`config.mk`:
```
export PLATFORM = sky130hd
export DESIGN_NAME = cmpatan_iter
export DESIGN_NICKNAME = d
export VERILOG_FILES = /design/src/cmpatan_pkg.sv /design/src/cmpatan_iter.sv
export SDC_FILE = /design/constraint.sdc
export NUM_CORES = 1
export LEC_CHECK = 0
export BUFFER_PORTS_ARGS = -buffer_cell sky130_fd_sc_hd__buf_2
export CAP_MARGIN = 20
export CELL_PAD_IN_SITES_DETAIL_PLACEMENT = 0
export CELL_PAD_IN_SITES_GLOBAL_PLACEMENT = 1
export CORE_MARGIN = 10
export CORE_UTILIZATION = 45
export DETAILED_ROUTE_END_ITERATION = 8
export GPL_TIMING_DRIVEN = 0
export PLACE_DENSITY_LB_ADDON = 0.1
export SLEW_MARGIN = 25
export SYNTH_ARGS = -nofsm -noshare
export SYNTH_HDL_FRONTEND = slang
export SYNTH_SLANG_ARGS = --single-unit
```
`constraint.sdc`:
```
create_clock -name i_clk -period 4.71 [get_ports i_clk]
set_input_delay 0.471 -clock i_clk [delete_from_list [all_inputs] [get_ports i_clk]]
set_output_delay 0.471 -clock i_clk [all_outputs]
set_load 0.01 [all_outputs]
```
`src/cmpatan_pkg.sv`:
```
`default_nettype none
package cmpatan_pkg;

    // vector components: 16 integer bits scaled by 2^16, plus cordic gain and sign
    localparam int CORDIC_XW  = 36;
    localparam int ANGLE_W    = 32;
    localparam int PROD_W     = 48;
    localparam int HEADING_W  = 16;
    localparam int ATAN_ENTRIES = 24;

    typedef logic signed [CORDIC_XW-1:0] t_vec;
    typedef logic [ANGLE_W-1:0]          t_angle;
    typedef logic [HEADING_W-1:0]        t_heading;
    typedef logic [PROD_W-1:0]           t_prod;

    localparam t_angle   HALF_TURN         = 32'h8000_0000;
    localparam t_heading CENTIDEG_PER_TURN = 16'd36000;

    // atan(2^-idx) as a binary angle, full turn = 2^32
    function automatic t_angle atan_turn(input logic [4:0] idx);
        t_angle v;
        case (idx)
            5'd0:    v = 32'h2000_0000;
            5'd1:    v = 32'h12E4_051E;
            5'd2:    v = 32'h09FB_385B;
            5'd3:    v = 32'h0511_11D4;
            5'd4:    v = 32'h028B_0D43;
            5'd5:    v = 32'h0145_D7E1;
            5'd6:    v = 32'h00A2_F61E;
            5'd7:    v = 32'h0051_7C55;
            5'd8:    v = 32'h0028_BE53;
            5'd9:    v = 32'h0014_5F2F;
            5'd10:   v = 32'h000A_2F98;
            5'd11:   v = 32'h0005_17CC;
            5'd12:   v = 32'h0002_8BE6;
            5'd13:   v = 32'h0001_45F3;
            5'd14:   v = 32'h0000_A2F9;
            5'd15:   v = 32'h0000_517D;
            5'd16:   v = 32'h0000_28BE;
            5'd17:   v = 32'h0000_145F;
            5'd18:   v = 32'h0000_0A30;
            5'd19:   v = 32'h0000_0518;
            5'd20:   v = 32'h0000_028C;
            5'd21:   v = 32'h0000_0146;
            5'd22:   v = 32'h0000_00A3;
            5'd23:   v = 32'h0000_0051;
            default: v = '0;
        endcase
        return v;
    endfunction

endpackage
`default_nettype wire

```
`src/cmpatan_iter.sv`:
```
`default_nettype none
module cmpatan_iter import cmpatan_pkg::*; #(
    parameter int SHIFT = 0
) (
    input  wire logic i_clk,
    input  wire logic i_en,
    input  wire t_vec   i_x,
    input  wire t_vec   i_y,
    input  wire t_angle i_ang,
    output t_vec      o_x,
    output t_vec      o_y,
    output t_angle    o_ang
);

    localparam t_angle ATAN_STEP = atan_turn(5'(SHIFT));

    t_vec   w_dx;
    t_vec   w_dy;
    t_vec   n_x;
    t_vec   n_y;
    t_angle n_ang;
    t_vec   r_x;
    t_vec   r_y;
    t_angle r_ang;

    assign w_dx = i_y >>> SHIFT;
    assign w_dy = i_x >>> SHIFT;

    // rotate toward the x axis, direction from the sign of y
    always_comb begin
        if (!i_y[CORDIC_XW-1]) begin
            n_x   = i_x + w_dx;
            n_y   = i_y - w_dy;
            n_ang = i_ang + ATAN_STEP;
        end else begin
            n_x   = i_x - w_dx;
            n_y   = i_y + w_dy;
            n_ang = i_ang - ATAN_STEP;
        end
    end

    always_ff @(posedge i_clk) begin
        if (i_en) begin
            r_x   <= n_x;
            r_y   <= n_y;
            r_ang <= n_ang;
        end
    end

    assign o_x   = r_x;
    assign o_y   = r_y;
    assign o_ang = r_ang;

endmodule
`default_nettype wire

```
Word-level counts from Yosys, hierarchy flattened --
Cells that the tools add are included.
Operators by class: add/sub/neg operators 5, mux-type cells 3
Operators with widths (count):
- $mux W36 | 2
- $sub A36 B36 Y36 | 2
- $add A36 B36 Y36 | 1
- $add A32 B30 Y32 const B | 1
- $mux W32 | 1
- $sub A32 B30 Y32 const B | 1
Word-level totals: word-level logic and storage cells 11, output and inout port bits 104, input port bits 106, register bits 104

Longest topological paths before layout --
Gate-level depths: netlist (run 1).
depth after elaboration 2, gate-level depth with buffers 13, depth with buffers taken out 12

Least setup slack after synthesis (run 1) --
OpenSTA, ideal clock, no wires.
path kind input to register, start point input port i_x[0], end point register r_x[34] (netlist: o_x[34]) (data pin), data required time 4.575 ns, setup time 0.135 ns, path slack 1.587 ns, stages 11, buffers on the path 0, arrival 2.988 ns, cell sequence ha_1 > fa_1 > nor2b_1 > o311a_1 > o22ai_2 > o21a_1 > o21ai_1 > nor2b_1 > a221o_1 > or4b_1 > nand3_1
Between the ends: cells in the longest elaborated chain, start to end 2, elaborated cells on any way between the ends 3, those cells by class add/sub (2); mux (1)
RTL lines:
- start, declared | line cmpatan_iter.sv:7 | input wire t_vec i_x,
- $add A36 B36 Y36 or $sub A36 B36 Y36 (tied branches) | line cmpatan_iter.sv:32, cmpatan_iter.sv:36
- $mux W36 (*) | line cmpatan_iter.sv:31 | if (!i_y[CORDIC_XW-1]) begin
- named net n_x[34] | line cmpatan_iter.sv:19 | t_vec n_x;
- end signal, assigned | line cmpatan_iter.sv:44 | r_x <= n_x;
- end, declared | line cmpatan_iter.sv:22 | t_vec r_x;
The timed path passes the listed nets; every way through them passes the cells marked *. A chain may end at the register's enable or synchronous reset.

Worst setup path in the final report (run 1) --
start point input port i_x[5], end point register r_y[35] (netlist: o_y[35]) (data pin)
Between the ends: cells in the longest elaborated chain, start to end 2, elaborated cells on any way between the ends 3, those cells by class add/sub (2); mux (1)
RTL lines:
- $sub A36 B36 Y36 or $add A36 B36 Y36 (tied branches) | line cmpatan_iter.sv:33, cmpatan_iter.sv:37
- $mux W36 (*) | line cmpatan_iter.sv:31
- named net n_y[35] | line cmpatan_iter.sv:20 | t_vec n_y;
- end signal, assigned | line cmpatan_iter.sv:45 | r_y <= n_y;
- end, declared | line cmpatan_iter.sv:23 | t_vec r_y;
Marks and branches as above.

==> results of run 1 <==
## worst max-delay path: stages
cell	delay [ns]
buf_2	0.12
inv_1	0.05
ha_1	0.27
buf_2	0.18
nor4_1	0.40
a21boi_2	0.34
o211ai_1	0.15
a32oi_2	0.47
a41oi_1	0.40
o41ai_1	0.58
o21ai_0	0.23
xor2_1	0.18
## layout by cell type, fill, tap and decap left out, drive strengths merged, types with 14 or more instances in the layout
| master | netlist | final |
|---|---|---|
| o211ai | 14 | 14 |
| buf | 31 | 240 |
| edfxtp | 103 | 103 |
| nor2b | 17 | 17 |
| clkbuf | 22 | 31 |
| a21o | 27 | 27 |
| o21bai | 24 | 24 |
| ha | 105 | 105 |
| nor3 | 18 | 18 |
| nand2 | 49 | 49 |
| xnor2 | 55 | 55 |
| nand4 | 14 | 14 |
| mux2i | 17 | 17 |
| inv | 109 | 112 |
| nor2 | 88 | 88 |
| a21oi | 130 | 130 |
| o21ai | 87 | 87 |
## where the power goes
part / leakage [nW] / total (mW) / switching, mW / internal [mW]
Sequential: 1.01 / 1.21 / 0.0273 / 1.18
Clock: 0.128 / 0.746 / 0.380 / 0.366
Combinational: 3.90 / 1.26 / 0.799 / 0.462
## worst paths after layout
check	to	cells after the start
worst min-delay path	o_ang[21]$_DFFE_PP_	1
worst max-delay path	o_y[35]$_DFFE_PP_	12
## layer usage
layer  up-vias  part of all wire [%]
met1      4311                    45
met3        44                   8.9
met2       443                    44
met5         -                     0
met4         0                   1.8
li1       4384                     -
## stage by stage
step / hold WS [ns] / total power, mW / area (sq um)
2_1_floorplan: 0.5699 / 1.999 / 9607
3_3_place_gp: 0.6469 / 2.474 / 10990
3_5_place_dp: 0.6493 / 2.475 / 11030
4_1_cts: 0.2674 / 3.228 / 11300
5_1_grt: 0.2641 / 3.400 / 11300
6_report: 0.2766 / 3.216 / 11300
## registers in the layout, summed over array words and instances, names as in the netlist
register	count
o_x	36
o_y	35
o_ang	32
## kinds of logic after synthesis
group | after synthesis
AO/OA/AOI/OAI | 385
AND/OR/NAND/NOR | 251
buffers and inverters | 163
adder cells (fa/ha/maj) | 109
flip-flops | 103
XOR/XNOR | 68
multiplexers | 17
## area by class of cell
class / count / share of cell area (%)
Multi-Input combinational cell: 830 / 51.86
Sequential cell: 103 / 27.36
Timing Repair Buffer: 209 / 9.507
Inverter: 110 / 3.652
Tap cell: 275 / 3.044
Buffer: 53 / 2.103
Clock buffer: 9 / 1.992
Clock inverter: 6 / 0.4759
==> flow_summary_export.csv, run 1 <==
group,metric,value,unit
run_status,outcome,"complete, no violations",
timing,fin_crit_sh,79.42,%
clock_tree,clock_path_buffers,2,
floorplanning,start_util,45.70,%
worst_setup_path,critPathCaptureType,"flop",
logic_synthesis,synth_top_family_by_area,"compound AO/OA/AOI/OAI gates",
logic_synthesis,synthDominantAreaCellType,"edfxtp_1",
worst_setup_path,crit_fanout,10,
logic_synthesis,synth_area_leaders,"edfxtp_1, ha_1, a21oi_1",
clock_tree,holdBufCountCts,0,
clock_tree,cts.clk_slew.worst_paths,0.08,ns
logic_synthesis,synthAdderAreaFrac,14.51,%
logic_synthesis,synth_compound_area_share,25.79,%
place,pre_cts_ws,0.7285,ns
power_and_ir_drop,p_leak,5.039,nW
cells_and_area,nFillCells,2066,
grt,met1_usage,32.85,%
timing,slew_violations,0,
timing,max_freq,0.2673,GHz
logic_synthesis,synthCells,1096,
logic_synthesis,ys.flop_type,"edfxtp_1",
clock_tree,ctsResizeCount,0,
timing,rsz0062_at_grt,"no",
grt,grt_pass1_vias,9080,
logic_synthesis,yosysMostFrequentCell,"a21oi_1",
logic_synthesis,syn_area,0.009607,sq mm
timing,setup_slack,0.9691,ns
grt,grt_util_all_layers,23.85,%
logic_synthesis,synth_edf_count,103,
detailed_routing,dr.pass1.iters,5,
flow_run,cap_violations,0,
hold_path,hp-start,"i_ang[21]",
grt,grt.busiest_layer,"met2",
detailed_routing,wl_per_cell,21.48,um
floorplanning,core,0.02102,sq mm
grt,antenna_found_initial,0,
place,placedCellCount,1580,
worst_setup_path,cp_data_required_time,4.82,ns
floorplanning,die_area,0.02759,sq mm
logic_synthesis,synth_warnings,0,
detailed_routing,drt_iter0_markers,789,
clock_tree,cts_buffers,9,
cells_and_area,diodes,0,
clock_tree,ctsRootBufferMaster,"clkbuf_16",
place,port_buffers,208,
logic_synthesis,synth_commonest_cells,"a21oi_1, inv_1, ha_1, edfxtp_1, nor2_1",
logic_synthesis,yosys.area_share.simple,12.76,%
worst_setup_path,cp.arrival,3.86,ns
logic_synthesis,synth.area.mux_share,1.771,%
clock_tree,cts_max_level,3,
timing,min_period,3.741,ns
detailed_routing,route.detailed.drc,0,
power_and_ir_drop,power.density,284.5,mW/mm^2
grt,grt_start_max_net_pins,57,
timing,tns,0,ns
timing,timing.final.hold_violations,0,
cells_and_area,multiInputGateArea,0.005863,sq mm
logic_synthesis,ys_ff_latch,103,
floorplanning,die_h,166.1,um
floorplanning,fp-row-count,53,
timing,worst_pin_slew,1.100,ns
detailed_routing,via_count,9182,
worst_setup_path,setup.worst_path.class,"in2reg",
floorplanning,fp.dieW,166.1,um
worst_setup_path,start_kind,"primary input",
floorplanning,io_pins,210,
logic_synthesis,synth_nets,1311,
worst_setup_path,startpoint,"i_x[5]",
cells_and_area,seqCellArea,0.003093,sq mm
grt,gr-total-overflow,0,
cells_and_area,drive_gt1_share,19.77,%
cells_and_area,nets,1531,
detailed_routing,antenna_left,0,
detailed_routing,routed_wirelength,34.26,mm
clock_tree,cts_tree,"done",
grt,use_met2,37.03,%
hold_path,worstHoldPathType,"in2reg",
clock_tree,clock-sinks,103,
logic_synthesis,ys_seq_area_share,32.20,%
power_and_ir_drop,vdd_drop_max,0.1650,mV
logic_synthesis,async_flop_share,0,%
timing,maxSlewHeadroom,26.14,%
detailed_routing,via_per_inst,5.757,
logic_synthesis,syn_avg_cell_area,8.765,sq um
cells_and_area,finalNonFillerCells,1595,
cells_and_area,utilization,53.78,%
logic_synthesis,netlist.area_leader.share,32.20,%
timing,finalSetupViolations,0,
place,gp_congestion,0.9413,
logic_synthesis,ys_types,74,
grt,grt_pass1_wl,52.99,mm
cells_and_area,syn_to_final_growth,17.67,%
place,hpwl,27.45,mm
grt,gr-usage-met3,5.537,%
clock_tree,post_cts_buffers,0,
logic_synthesis,synth-xor-area-share,6.200,%
(Power assumes the default switching activity.)
==> run 2, diff against run 1 <==
- CORE_UTILIZATION: 45 -> 42
- clock period: 4.71 -> 3.8 ns (I/O delays scaled with it)
==> flow_summary_export.csv, run 2 (synthesized netlist as in run 1, its figures left out) <==
group,metric,value,unit
run_status,outcome,"complete, no violations",
grt,grt_util_all_layers,22.95,%
floorplanning,start_util,42.56,%
grt,grt_pass1_vias,8925,
clock_tree,ctsRootBufferMaster,"clkbuf_16",
cells_and_area,largest_reg_flops,36,
worst_setup_path,critPathCaptureType,"flop",
detailed_routing,routed_wirelength,34.89,mm
detailed_routing,antenna_left,0,
flow_run,cap_violations,0,
cells_and_area,diodes,0,
floorplanning,fp.dieW,171.2,um
clock_tree,cts_max_level,3,
timing,max_freq,0.2771,GHz
place,port_buffers,208,
detailed_routing,via_per_inst,5.698,
grt,grt_start_max_net_pins,63,
clock_tree,ctsResizeCount,0,
grt,gr-total-overflow,0,
worst_setup_path,crit_fanout,10,
clock_tree,post_cts_buffers,0,
timing,maxSlewHeadroom,36.88,%
floorplanning,core,0.02257,sq mm
worst_setup_path,setup.worst_path.class,"in2reg",
timing,timing.final.hold_violations,0,
cells_and_area,layout_commonest_cell,"buf_2",
detailed_routing,route.detailed.drc,0,
power_and_ir_drop,finalPower,4.027,mW
clock_tree,cts_tree,"done",
floorplanning,die_area,0.02932,sq mm
power_and_ir_drop,p_leak,5.060,nW
clock_tree,clock_path_buffers,2,
detailed_routing,dr.pass1.iters,8,
worst_setup_path,cp.arrival,3.71,ns
place,gp_congestion,0.9525,
timing,finalSetupViolations,0,
detailed_routing,via_count,9151,
cells_and_area,final_cell_area,0.01135,sq mm
floorplanning,io_pins,210,
cells_and_area,nets,1531,
timing,rsz0062_at_grt,"no",
power_and_ir_drop,power.density,354.7,mW/mm^2
clock_tree,cts.clk_slew.worst_paths,0.08,ns
clock_tree,clock-sinks,103,
power_and_ir_drop,vdd_drop_max,0.2093,mV
detailed_routing,wl_per_cell,21.72,um
cells_and_area,nFillCells,2263,
clock_tree,holdBufCountCts,0,
place,hpwl,27.77,mm
floorplanning,fp-row-count,55,
timing,worst_pin_slew,0.9469,ns
worst_setup_path,cp_slowest_cell,"a2111oi_1",
detailed_routing,drt_iter0_markers,773,
worst_setup_path,start_kind,"primary input",
floorplanning,die_h,171.2,um
grt,grt_pass1_wl,52.28,mm
clock_tree,cts_buffers,9,
worst_setup_path,cpPeakStageDelay,0.59,ns
worst_setup_path,cp_data_required_time,3.90,ns
worst_setup_path,path_cells,"buf_2 -> inv_1 -> ha_1 -> buf_6 -> a21oi_2 -> o21ba_2 -> o21ai_0 -> o31a_1 -> a31oi_2 -> o221ai_1 -> a2111oi_1 -> a21oi_1 -> xor2_1",
timing,slew_violations,0,
timing,min_period,3.609,ns
timing,fin_crit_sh,94.98,%
cells_and_area,final_cell_mix,"buf_2, a21oi_1, inv_1",
hold_path,worstHoldPathType,"in2reg",
place,place_area,0.01104,sq mm
grt,antenna_found_initial,0,
cells_and_area,drive_gt1_share,19.98,%
cells_and_area,syn_to_final_growth,18.16,%
run 2: path summary, 6_finish.rpt:
path                      from                 end  slack, ns  cells past startpoint
worst max-delay path    i_x[3]   o_x[33]$_DFFE_PP_       0.19                     13
worst min-delay path  i_ang[9]  o_ang[9]$_DFFE_PP_       0.18                      1
run 2: metal layers:
metal  up-vias  track usage (%)  wire [um]
li1       4386                -          -
met1      4312            31.45      16010
met2       406            36.18      15490
met3        47            4.722       2734
met4         0            5.520        660
met5         -                0          0
run 2: layout make-up:
type                            instances  area (sq um)  share of cell area (%)
Timing Repair Buffer                  209          1075                   9.469
Tap cell                              285         356.6                   3.142
Multi-Input combinational cell        830          5884                   51.84
Inverter                              110         412.9                   3.638
Clock inverter                          7         66.31                  0.5842
Buffer                                 53         237.7                   2.094
Clock buffer                            9         225.2                   1.984
Sequential cell                       103          3093                   27.25
run 2: critical path, delay by kind of cell:
| kind | cells | cell delay [ns] |
|---|---|---|
| AOI/OAI and AO/OA | 8 | 2.48 |
| buffers and inverters | 3 | 0.33 |
| xor gates and xnor gates | 1 | 0.17 |
| adders and majority gates | 1 | 0.34 |
run 2: stage by stage:
| stage | instances | hold WS (ns) | TNS (ns) | utilization (%) | setup WS, ns |
|---|---|---|---|---|---|
| floorplan | 1096 | 0.4789 | 0 | - | 0.7682 |
| global placement | 1589 | 0.5561 | -1.120 | 48.75 | -0.2710 |
| detailed placement | 1590 | 0.5583 | -0.8168 | 48.90 | -0.2053 |
| CTS | 1606 | 0.1727 | 0 | 50.19 | 0.1236 |
| global route | 1606 | 0.1729 | 0 | 50.29 | 0.04949 |
| finish | 1606 | 0.1820 | 0 | 50.29 | 0.1909 |
run 2: power by group:
group / switching (mW) / internal, mW
sequential: 0.0327 / 1.46
combinational: 0.999 / 0.575
clock: 0.495 / 0.461
total: 1.53 / 2.50
